File: src/rtl/core/spatiotemporal_denoise_lowpass_assert.svh
// Assertion macros for the spatiotemporal denoise lowpass block.
`ifndef SPATIOTEMPORAL_DENOISE_LOWPASS_ASSERT_SVH
`define SPATIOTEMPORAL_DENOISE_LOWPASS_ASSERT_SVH

`ifndef NO_ASSERTIONS

`define SDLP_ASSERT_SAME(label, ante, cons) \
    label: assert property (@(posedge clk) disable iff (!rst_n) (ante) |-> (cons)) \
        else $error("sdlp assertion failed");

`define SDLP_ASSERT_NEXT(label, ante, cons) \
    label: assert property (@(posedge clk) disable iff (!rst_n) (ante) |=> (cons)) \
        else $error("sdlp assertion failed");

`else

`define SDLP_ASSERT_SAME(label, ante, cons)

`define SDLP_ASSERT_NEXT(label, ante, cons)

`endif

`endif

File: src/rtl/core/sdlp_pkg.sv
// Shared types, constants and filter-step functions of the denoise lowpass block.
`default_nettype none

package sdlp_pkg;

    localparam int PIX_W          = 8;
    localparam int COEF_W         = 9;
    localparam int COEF_IDX_W     = 9;
    localparam int TABLE_SEL_W    = 2;
    localparam int TABLE_DEPTH    = 1024;
    localparam int TABLE_ADDR_W   = 10;
    localparam int PLANE_WIDTH_W  = 12;
    localparam int PLANE_HEIGHT_W = 13;
    localparam int CFG_DATA_W     = 13;
    localparam int CFG_INDEX_W    = 2;

    localparam int DEFAULT_MAX_WIDTH  = 2048;
    localparam int DEFAULT_MAX_HEIGHT = 4096;

    localparam logic [PLANE_WIDTH_W-1:0]  RESET_PLANE_WIDTH  = 12'd2048;
    localparam logic [PLANE_HEIGHT_W-1:0] RESET_PLANE_HEIGHT = 13'd4096;

    localparam logic [COEF_IDX_W-1:0] DIFF_OFFSET = 9'd256;

    localparam logic FUNC_LOAD   = 1'b0;
    localparam logic FUNC_FILTER = 1'b1;

    localparam int TSEL_TEMPORAL_BIT = 0;
    localparam int TSEL_CHROMA_BIT   = 1;

    typedef enum logic [CFG_INDEX_W-1:0] {
        CFG_PLANE_WIDTH,
        CFG_PLANE_HEIGHT,
        CFG_CHROMA_PLANE
    } cfg_index_t;

    typedef struct packed {
        logic first_col;
        logic first_row;
        logic last_frame;
    } pos_flags_t;

    function automatic logic [COEF_IDX_W-1:0] lp_index(input logic [PIX_W-1:0] prev,
                                                        input logic [PIX_W-1:0] cur);
        logic [COEF_IDX_W-1:0] d;
        d = {1'b0, prev} + DIFF_OFFSET - {1'b0, cur};
        return d;
    endfunction

    function automatic logic [PIX_W-1:0] lp_sat(input logic [PIX_W-1:0] cur,
                                                input logic [COEF_W-1:0] c);
        logic [PIX_W+1:0] s;
        logic [PIX_W-1:0] r;
        s = {2'b00, cur} + {c[COEF_W-1], c};
        if (s[PIX_W+1])
        begin
            r = '0;
        end
        else if (s[PIX_W])
        begin
            r = '1;
        end
        else
        begin
            r = s[PIX_W-1:0];
        end
        return r;
    endfunction

endpackage

`default_nettype wire

File: src/rtl/core/sdlp_pos.sv
// Raster position tracker with clamped plane size and column, row and frame flags.
`default_nettype none

module sdlp_pos #(
    parameter int MAX_WIDTH  = sdlp_pkg::DEFAULT_MAX_WIDTH,
    parameter int MAX_HEIGHT = sdlp_pkg::DEFAULT_MAX_HEIGHT
) (
    input  wire logic                                clk,
    input  wire logic                                rst_n,
    input  wire logic [sdlp_pkg::PLANE_WIDTH_W-1:0]  plane_width,
    input  wire logic [sdlp_pkg::PLANE_HEIGHT_W-1:0] plane_height,
    input  wire logic                                step,
    output logic      [$clog2(MAX_WIDTH)-1:0]        col,
    output sdlp_pkg::pos_flags_t                     flags
);

    localparam int COL_W  = $clog2(MAX_WIDTH);
    localparam int ROW_W  = $clog2(MAX_HEIGHT);
    localparam int WCMP_W = ($clog2(MAX_WIDTH + 1) > sdlp_pkg::PLANE_WIDTH_W) ?
                            $clog2(MAX_WIDTH + 1) : sdlp_pkg::PLANE_WIDTH_W;
    localparam int HCMP_W = ($clog2(MAX_HEIGHT + 1) > sdlp_pkg::PLANE_HEIGHT_W) ?
                            $clog2(MAX_HEIGHT + 1) : sdlp_pkg::PLANE_HEIGHT_W;

    logic [COL_W-1:0]  col_reg, col_next;
    logic [ROW_W-1:0]  row_reg, row_next;
    logic [WCMP_W-1:0] w_ext, w_eff, w_last, col_ext, col_eff;
    logic [HCMP_W-1:0] h_ext, h_eff, h_last, row_ext;
    logic              last_col, last_row;

    always_comb
    begin
        w_ext = WCMP_W'(plane_width);
        if (w_ext == '0)
        begin
            w_eff = WCMP_W'(1);
        end
        else if (w_ext > WCMP_W'(MAX_WIDTH))
        begin
            w_eff = WCMP_W'(MAX_WIDTH);
        end
        else
        begin
            w_eff = w_ext;
        end
        w_last  = w_eff - WCMP_W'(1);
        col_ext = WCMP_W'(col_reg);
        col_eff = (col_ext >= w_eff) ? w_last : col_ext;

        h_ext = HCMP_W'(plane_height);
        if (h_ext == '0)
        begin
            h_eff = HCMP_W'(1);
        end
        else if (h_ext > HCMP_W'(MAX_HEIGHT))
        begin
            h_eff = HCMP_W'(MAX_HEIGHT);
        end
        else
        begin
            h_eff = h_ext;
        end
        h_last  = h_eff - HCMP_W'(1);
        row_ext = HCMP_W'(row_reg);

        last_col = (col_eff == w_last);
        last_row = (row_ext >= h_last);

        col              = col_eff[COL_W-1:0];
        flags.first_col  = (col_eff == '0);
        flags.first_row  = (row_reg == '0);
        flags.last_frame = last_col && last_row;

        col_next = col_reg;
        row_next = row_reg;
        if (step)
        begin
            if (last_col)
            begin
                col_next = '0;
                row_next = last_row ? '0 : row_reg + ROW_W'(1);
            end
            else
            begin
                col_next = col + COL_W'(1);
            end
        end
    end

    always_ff @(posedge clk or negedge rst_n)
    begin
        if (!rst_n)
        begin
            col_reg <= '0;
            row_reg <= '0;
        end
        else
        begin
            col_reg <= col_next;
            row_reg <= row_next;
        end
    end

endmodule

`default_nettype wire

File: config.mk
export PLATFORM = sky130hd
export DESIGN_NAME = sdlp_pos
export DESIGN_NICKNAME = d
export VERILOG_FILES = /design/src/rtl/core/spatiotemporal_denoise_lowpass_assert.svh /design/src/rtl/core/sdlp_pkg.sv /design/src/rtl/core/sdlp_pos.sv
export SDC_FILE = /design/constraint.sdc
export NUM_CORES = 1
export LEC_CHECK = 0
export BUFFER_PORTS_ARGS = -buffer_cell sky130_fd_sc_hd__buf_2
export CORE_MARGIN = 3
export CORE_UTILIZATION = 50
export DETAILED_ROUTE_END_ITERATION = 7
export GPL_TIMING_DRIVEN = 0
export PLACE_DENSITY = 0.68
export SLEW_MARGIN = 5
export SYNTH_ARGS = -nofsm -noshare
export SYNTH_HDL_FRONTEND = slang
export SYNTH_SLANG_ARGS = --single-unit
File: constraint.sdc
create_clock -name clk -period 9.8 [get_ports clk]
set_clock_uncertainty 0.2 [all_clocks]
set_input_delay 0.49 -clock clk [delete_from_list [all_inputs] [get_ports clk]]
set_output_delay 0.49 -clock clk [all_outputs]
set_load 0.03 [all_outputs]
Word level (Yosys, flattened, before mapping)
Cells that the tools add are included.
{"block": "word_totals", "ff_bits": 23, "in_bits": 28, "out_inout_bits": 14}
{"block": "op_classes", "addsub": 4, "magnitude_cmp": 4, "n_eq_ne": 1, "mux": 7, "n_reduce_logical": 6}
{"op": "$mux W12", "count": 4}
{"op": "$logic_not A12 Y1", "count": 3}
{"op": "$mux W13", "count": 2}
{"op": "$ge A12 B13 Y1", "count": 1}
{"op": "$gt A13 B13 Y1 const B", "count": 1}
{"op": "$logic_not A13 Y1", "count": 1}
{"op": "$sub A13 B1 Y13 const B", "count": 1}
{"op": "$add A12 B1 Y12 const B", "count": 1}
{"op": "$eq A12 B12 Y1", "count": 1}
{"op": "$ge A11 B12 Y1", "count": 1}
{"op": "$gt A12 B12 Y1 const B", "count": 1}
{"op": "$sub A12 B1 Y12 const B", "count": 1}
{"op": "$add A11 B1 Y11 const B", "count": 1}
{"op": "$mux W11", "count": 1}
{"op": "$reduce_and A2 Y1", "count": 1}
{"op": "$logic_and A1 B1 Y1", "count": 1}

Logic depth before layout (Yosys ltp)
{"block": "logic_depth", "depth_word": 7, "depth_mapped": 22, "mapped_depth_nobuf": 20}

Least setup slack after synthesis
OpenSTA, ideal clock, no wires.
{"block": "synth_path", "kind": "input port to output port", "from": "input port plane_width[9] (netlist bit)", "to": "output port flags[2] (netlist bit)", "arrival_ps": 5377, "path_slack_ps": 3733, "cell_stages": 19, "cell_sequence": "buf_6 or4_1 nor2_4 a31oi_1 inv_1 ha_1 nand2b_1 a2111oi_0 or4b_1 and2_1 clkbuf_1 buf_1 clkbuf_1 a21oi_1 inv_1 ha_1 o21ai_0 or4_1 nor4_1"}
{"element": "start: declaration", "line": "sdlp_pos.sv:10", "source": "input wire logic [sdlp_pkg::PLANE_WIDTH_W-1:0] plane_width,"}
{"element": "end: declaration", "line": "sdlp_pos.sv:14", "source": "output sdlp_pkg::pos_flags_t flags"}

==> results.toml <==
[run]
cap_violations = 0

[placement]
placed_cell_area_um2 = 3280
dp_hpwl_um = 6380
gp_congestion = 0.938
portBuffers = 35

[clock_network]
ctsRootBufferMaster = "clkbuf_8"
cts_sinks = 23
cts_resized = 0
clock_latency_ns = 0.26
cts_setup_buffers = 0
cts_tree = "built"
cts-htree-levels = 1
cts_hold_buf = 0
clkTransAtPathRegs_ns = 0.09
cts-buffers-inserted = 3
clockBufferDepth = 2

[power_and_ir_drop]
power_mw = 0.686
p_comb_share_pct = 66.5
p_sw_share_pct = 53.1
p_int_mw = 0.322
power.switching_mw = 0.364
power_leakage_nw = 1.46
p_clk_share_pct = 8.9
p_seq_share_pct = 24.6
ir_drop_mv = 0.242
cellPowerDensity_nw_per_um2 = 206

[yosys]
synthTopCellsByCount = "o21ai_0, nand2_1, ha_1"
synth_warnings = 0
syn_inst = 393
muxShareOfSynthArea_pct = 4.32
ys_types = 59
synth_top_cell_area_share_pct = 19.1
yosysTopAreaCell = "dfrtp_1"
synth_ff_type = "dfrtp_1"
syn_area_um2 = 3010
synth-seq-area-share_pct = 19.1
synthSimpleGateAreaFrac_pct = 27.2
yosys-top-cells-area = "dfrtp_1, ha_1, o21ai_0"
synthAdderAreaFrac_pct = 12.0
synth_compound_area_share_pct = 25.1
ys_ff_latch = 23
syn_nets = 450
synthXorXnorAreaFrac_pct = 6.40
synth.most_common_cell = "o21ai_0"
synth_edf_count = 0
synth_top_family_by_area = "simple AND/OR/NAND/NOR gates"
syn_avg_cell_area_um2 = 7.67
async_reset_ff_share_pct = 100

[detailed_routing]
ant_nets = 0
drt_iter0_markers = 154
vias = 3134
vias_per_cell = 6.22
wl_um = 8250
first_pass_iters = 4
drcViolationCount = 0
wire_per_inst_um = 16.4

[sta]
fin_setup_tns_ns = 0
worst_slew_pin_slew_ns = 0.962
hold_violations = 10
holdWs_ns = -0.00910
relSlewSlack_pct = 35.0
rsz0062_at_grt = "no"
clock.fmax_mhz = 158
slew_violations = 0
post-route-period-util_pct = 64.6
finalSetupViolations = 0
period_needed_ns = 6.33

[floorplanning]
boundaryPins = 42
coreArea_um2 = 5680
die_h_um = 83.6
initial_core_util_pct = 53.1
die_w_um = 83.6
die_area_um2 = 6990
rows = 27

[setup_path]
arrival_ns = 5.64
worst_setup_path_end_kind = "output pin"
timing.rr.start = "col_reg[0]$_DFFE_PN0P_"
cp-start-kind = "input pin"
r2r_setup_slack_ns = 5.43
crit_chain = "clkbuf_1 > clkinv_1 > a31oi_1 > inv_1 > ha_1 > nand2b_1 > a2111oi_0 > or4b_1 > and2_1 > clkbuf_1 > buf_1 > clkbuf_1 > nand2_1 > o21ai_0 > ha_1 > o21ai_0 > or4_1 > nor4_1 > buf_2"
cp_data_required_time_ns = 9.11
slowest_stage = "a2111oi_0"
rr_endpoint = "col_reg[2]$_DFFE_PN0P_"
worstPathMaxFanout = 10
reg2regPathDepth = 16
critPathMostFrequentCell = "clkbuf_1"
cpPeakStageDelay_ns = 0.52
critPathKind = "input pin to output pin"

[cells_and_area]
drive_gt1_share_pct = 13.7
fin_util_pct = 58.6
seqCellArea_um2 = 576
stdcell_area_um2 = 3320
final_nets = 490
largest_register_ffs = 12
diodes = 0
fillerInstances = 549
area.growth.synth_to_final_pct = 10.3
multiInputGateArea_um2 = 2260

[global_routing]
grt_pass1_vias = 2901
grt_usage_pct = 23.3
grt_first_pass_wirelength_um = 14000
grt_max_degree = 24
antenna_found_initial = 0
gr-total-overflow = 0

[run_status]
violations = "negative hold slack"
status = "finished with violations"

[min_path]
hp-class = "input pin to async pin"
worst max-delay path by stage:
stage,startpoint,slack (ns),cells after the start,end
6_report,plane_width[11],3.47,19,flags[2]
3_5_place_dp,plane_width[11],3.59,19,flags[2]
5_1_grt,plane_width[11],3.09,19,flags[2]
3_3_place_gp,plane_width[11],3.55,19,flags[2]
2_1_floorplan,plane_width[9],3.73,19,flags[2]
4_1_cts,plane_width[11],3.56,19,flags[2]
per-stage QoR:
| stage | setup WS [ns] | hold WS [ns] | std cells |
|---|---|---|---|
| after floorplan | 3.73 | -0.00559 | 393 |
| after global placement | 3.55 | 0.310 | 500 |
| after detailed placement | 3.59 | 0.303 | 500 |
| after CTS | 3.56 | 0.0133 | 504 |
| after global routing | 3.09 | 0.0337 | 504 |
| final | 3.47 | -0.00910 | 504 |
power groups by stage:
stage	logic [mW]	registers [mW]	clock network (mW)
after floorplan	0.345	0.153	0
after global placement	0.447	0.169	0
after detailed placement	0.451	0.169	0
after CTS	0.455	0.168	0.0615
after global routing	0.508	0.175	0.0639
final	0.456	0.169	0.0607
critical path, delay by kind of cell:
family          cells  cell delay (ns)
compound gates      4             1.26
fa+ha+maj           2             0.49
buf+inv             7             2.19
simple gates        6             1.20
area by class of cell:
type                    count  share of cell area, %
repair buffers             35                   5.27
clock buffers               3                   1.24
inverters                  20                   2.26
multi-input cells         330                   68.0
flip-flops and latches     23                   17.3
plain buffers              20                   3.05
clock inverters             1                  0.151
well taps                  72                   2.71
metal layers:
layer / GRT usage, % / part of all wire [%] / up-vias
met2: 34.0 / 43 / 106
met5: 0 / 0 / -
li1: - / - / 1556
met4: 4.39 / 0.64 / 0
met1: 36.5 / 49 / 1468
met3: 2.96 / 6.6 / 4
logic make-up after synthesis:
logic type | Yosys count
buf+inv | 40
mux | 12
flops | 23
simple gates | 151
compound gates | 116
xor+xnor | 22
fa+ha+maj | 29
placed cells by master (no fill, tap or decap), types with 10 or more instances in the layout:
cell type / netlist / routed
o21ai_0: 41 / 41
nand2_1: 38 / 38
buf_2: 2 / 37
ha_1: 29 / 29
nor2_1: 23 / 23
dfrtp_1: 23 / 23
inv_1: 19 / 19
a21oi_1: 15 / 15
nand2b_1: 14 / 14
clkbuf_1: 13 / 13
nand3_1: 13 / 13
xor2_1: 12 / 12
o31ai_1: 10 / 10
xnor2_1: 10 / 10
No activity file was read; power rests on OpenSTA's default activity.
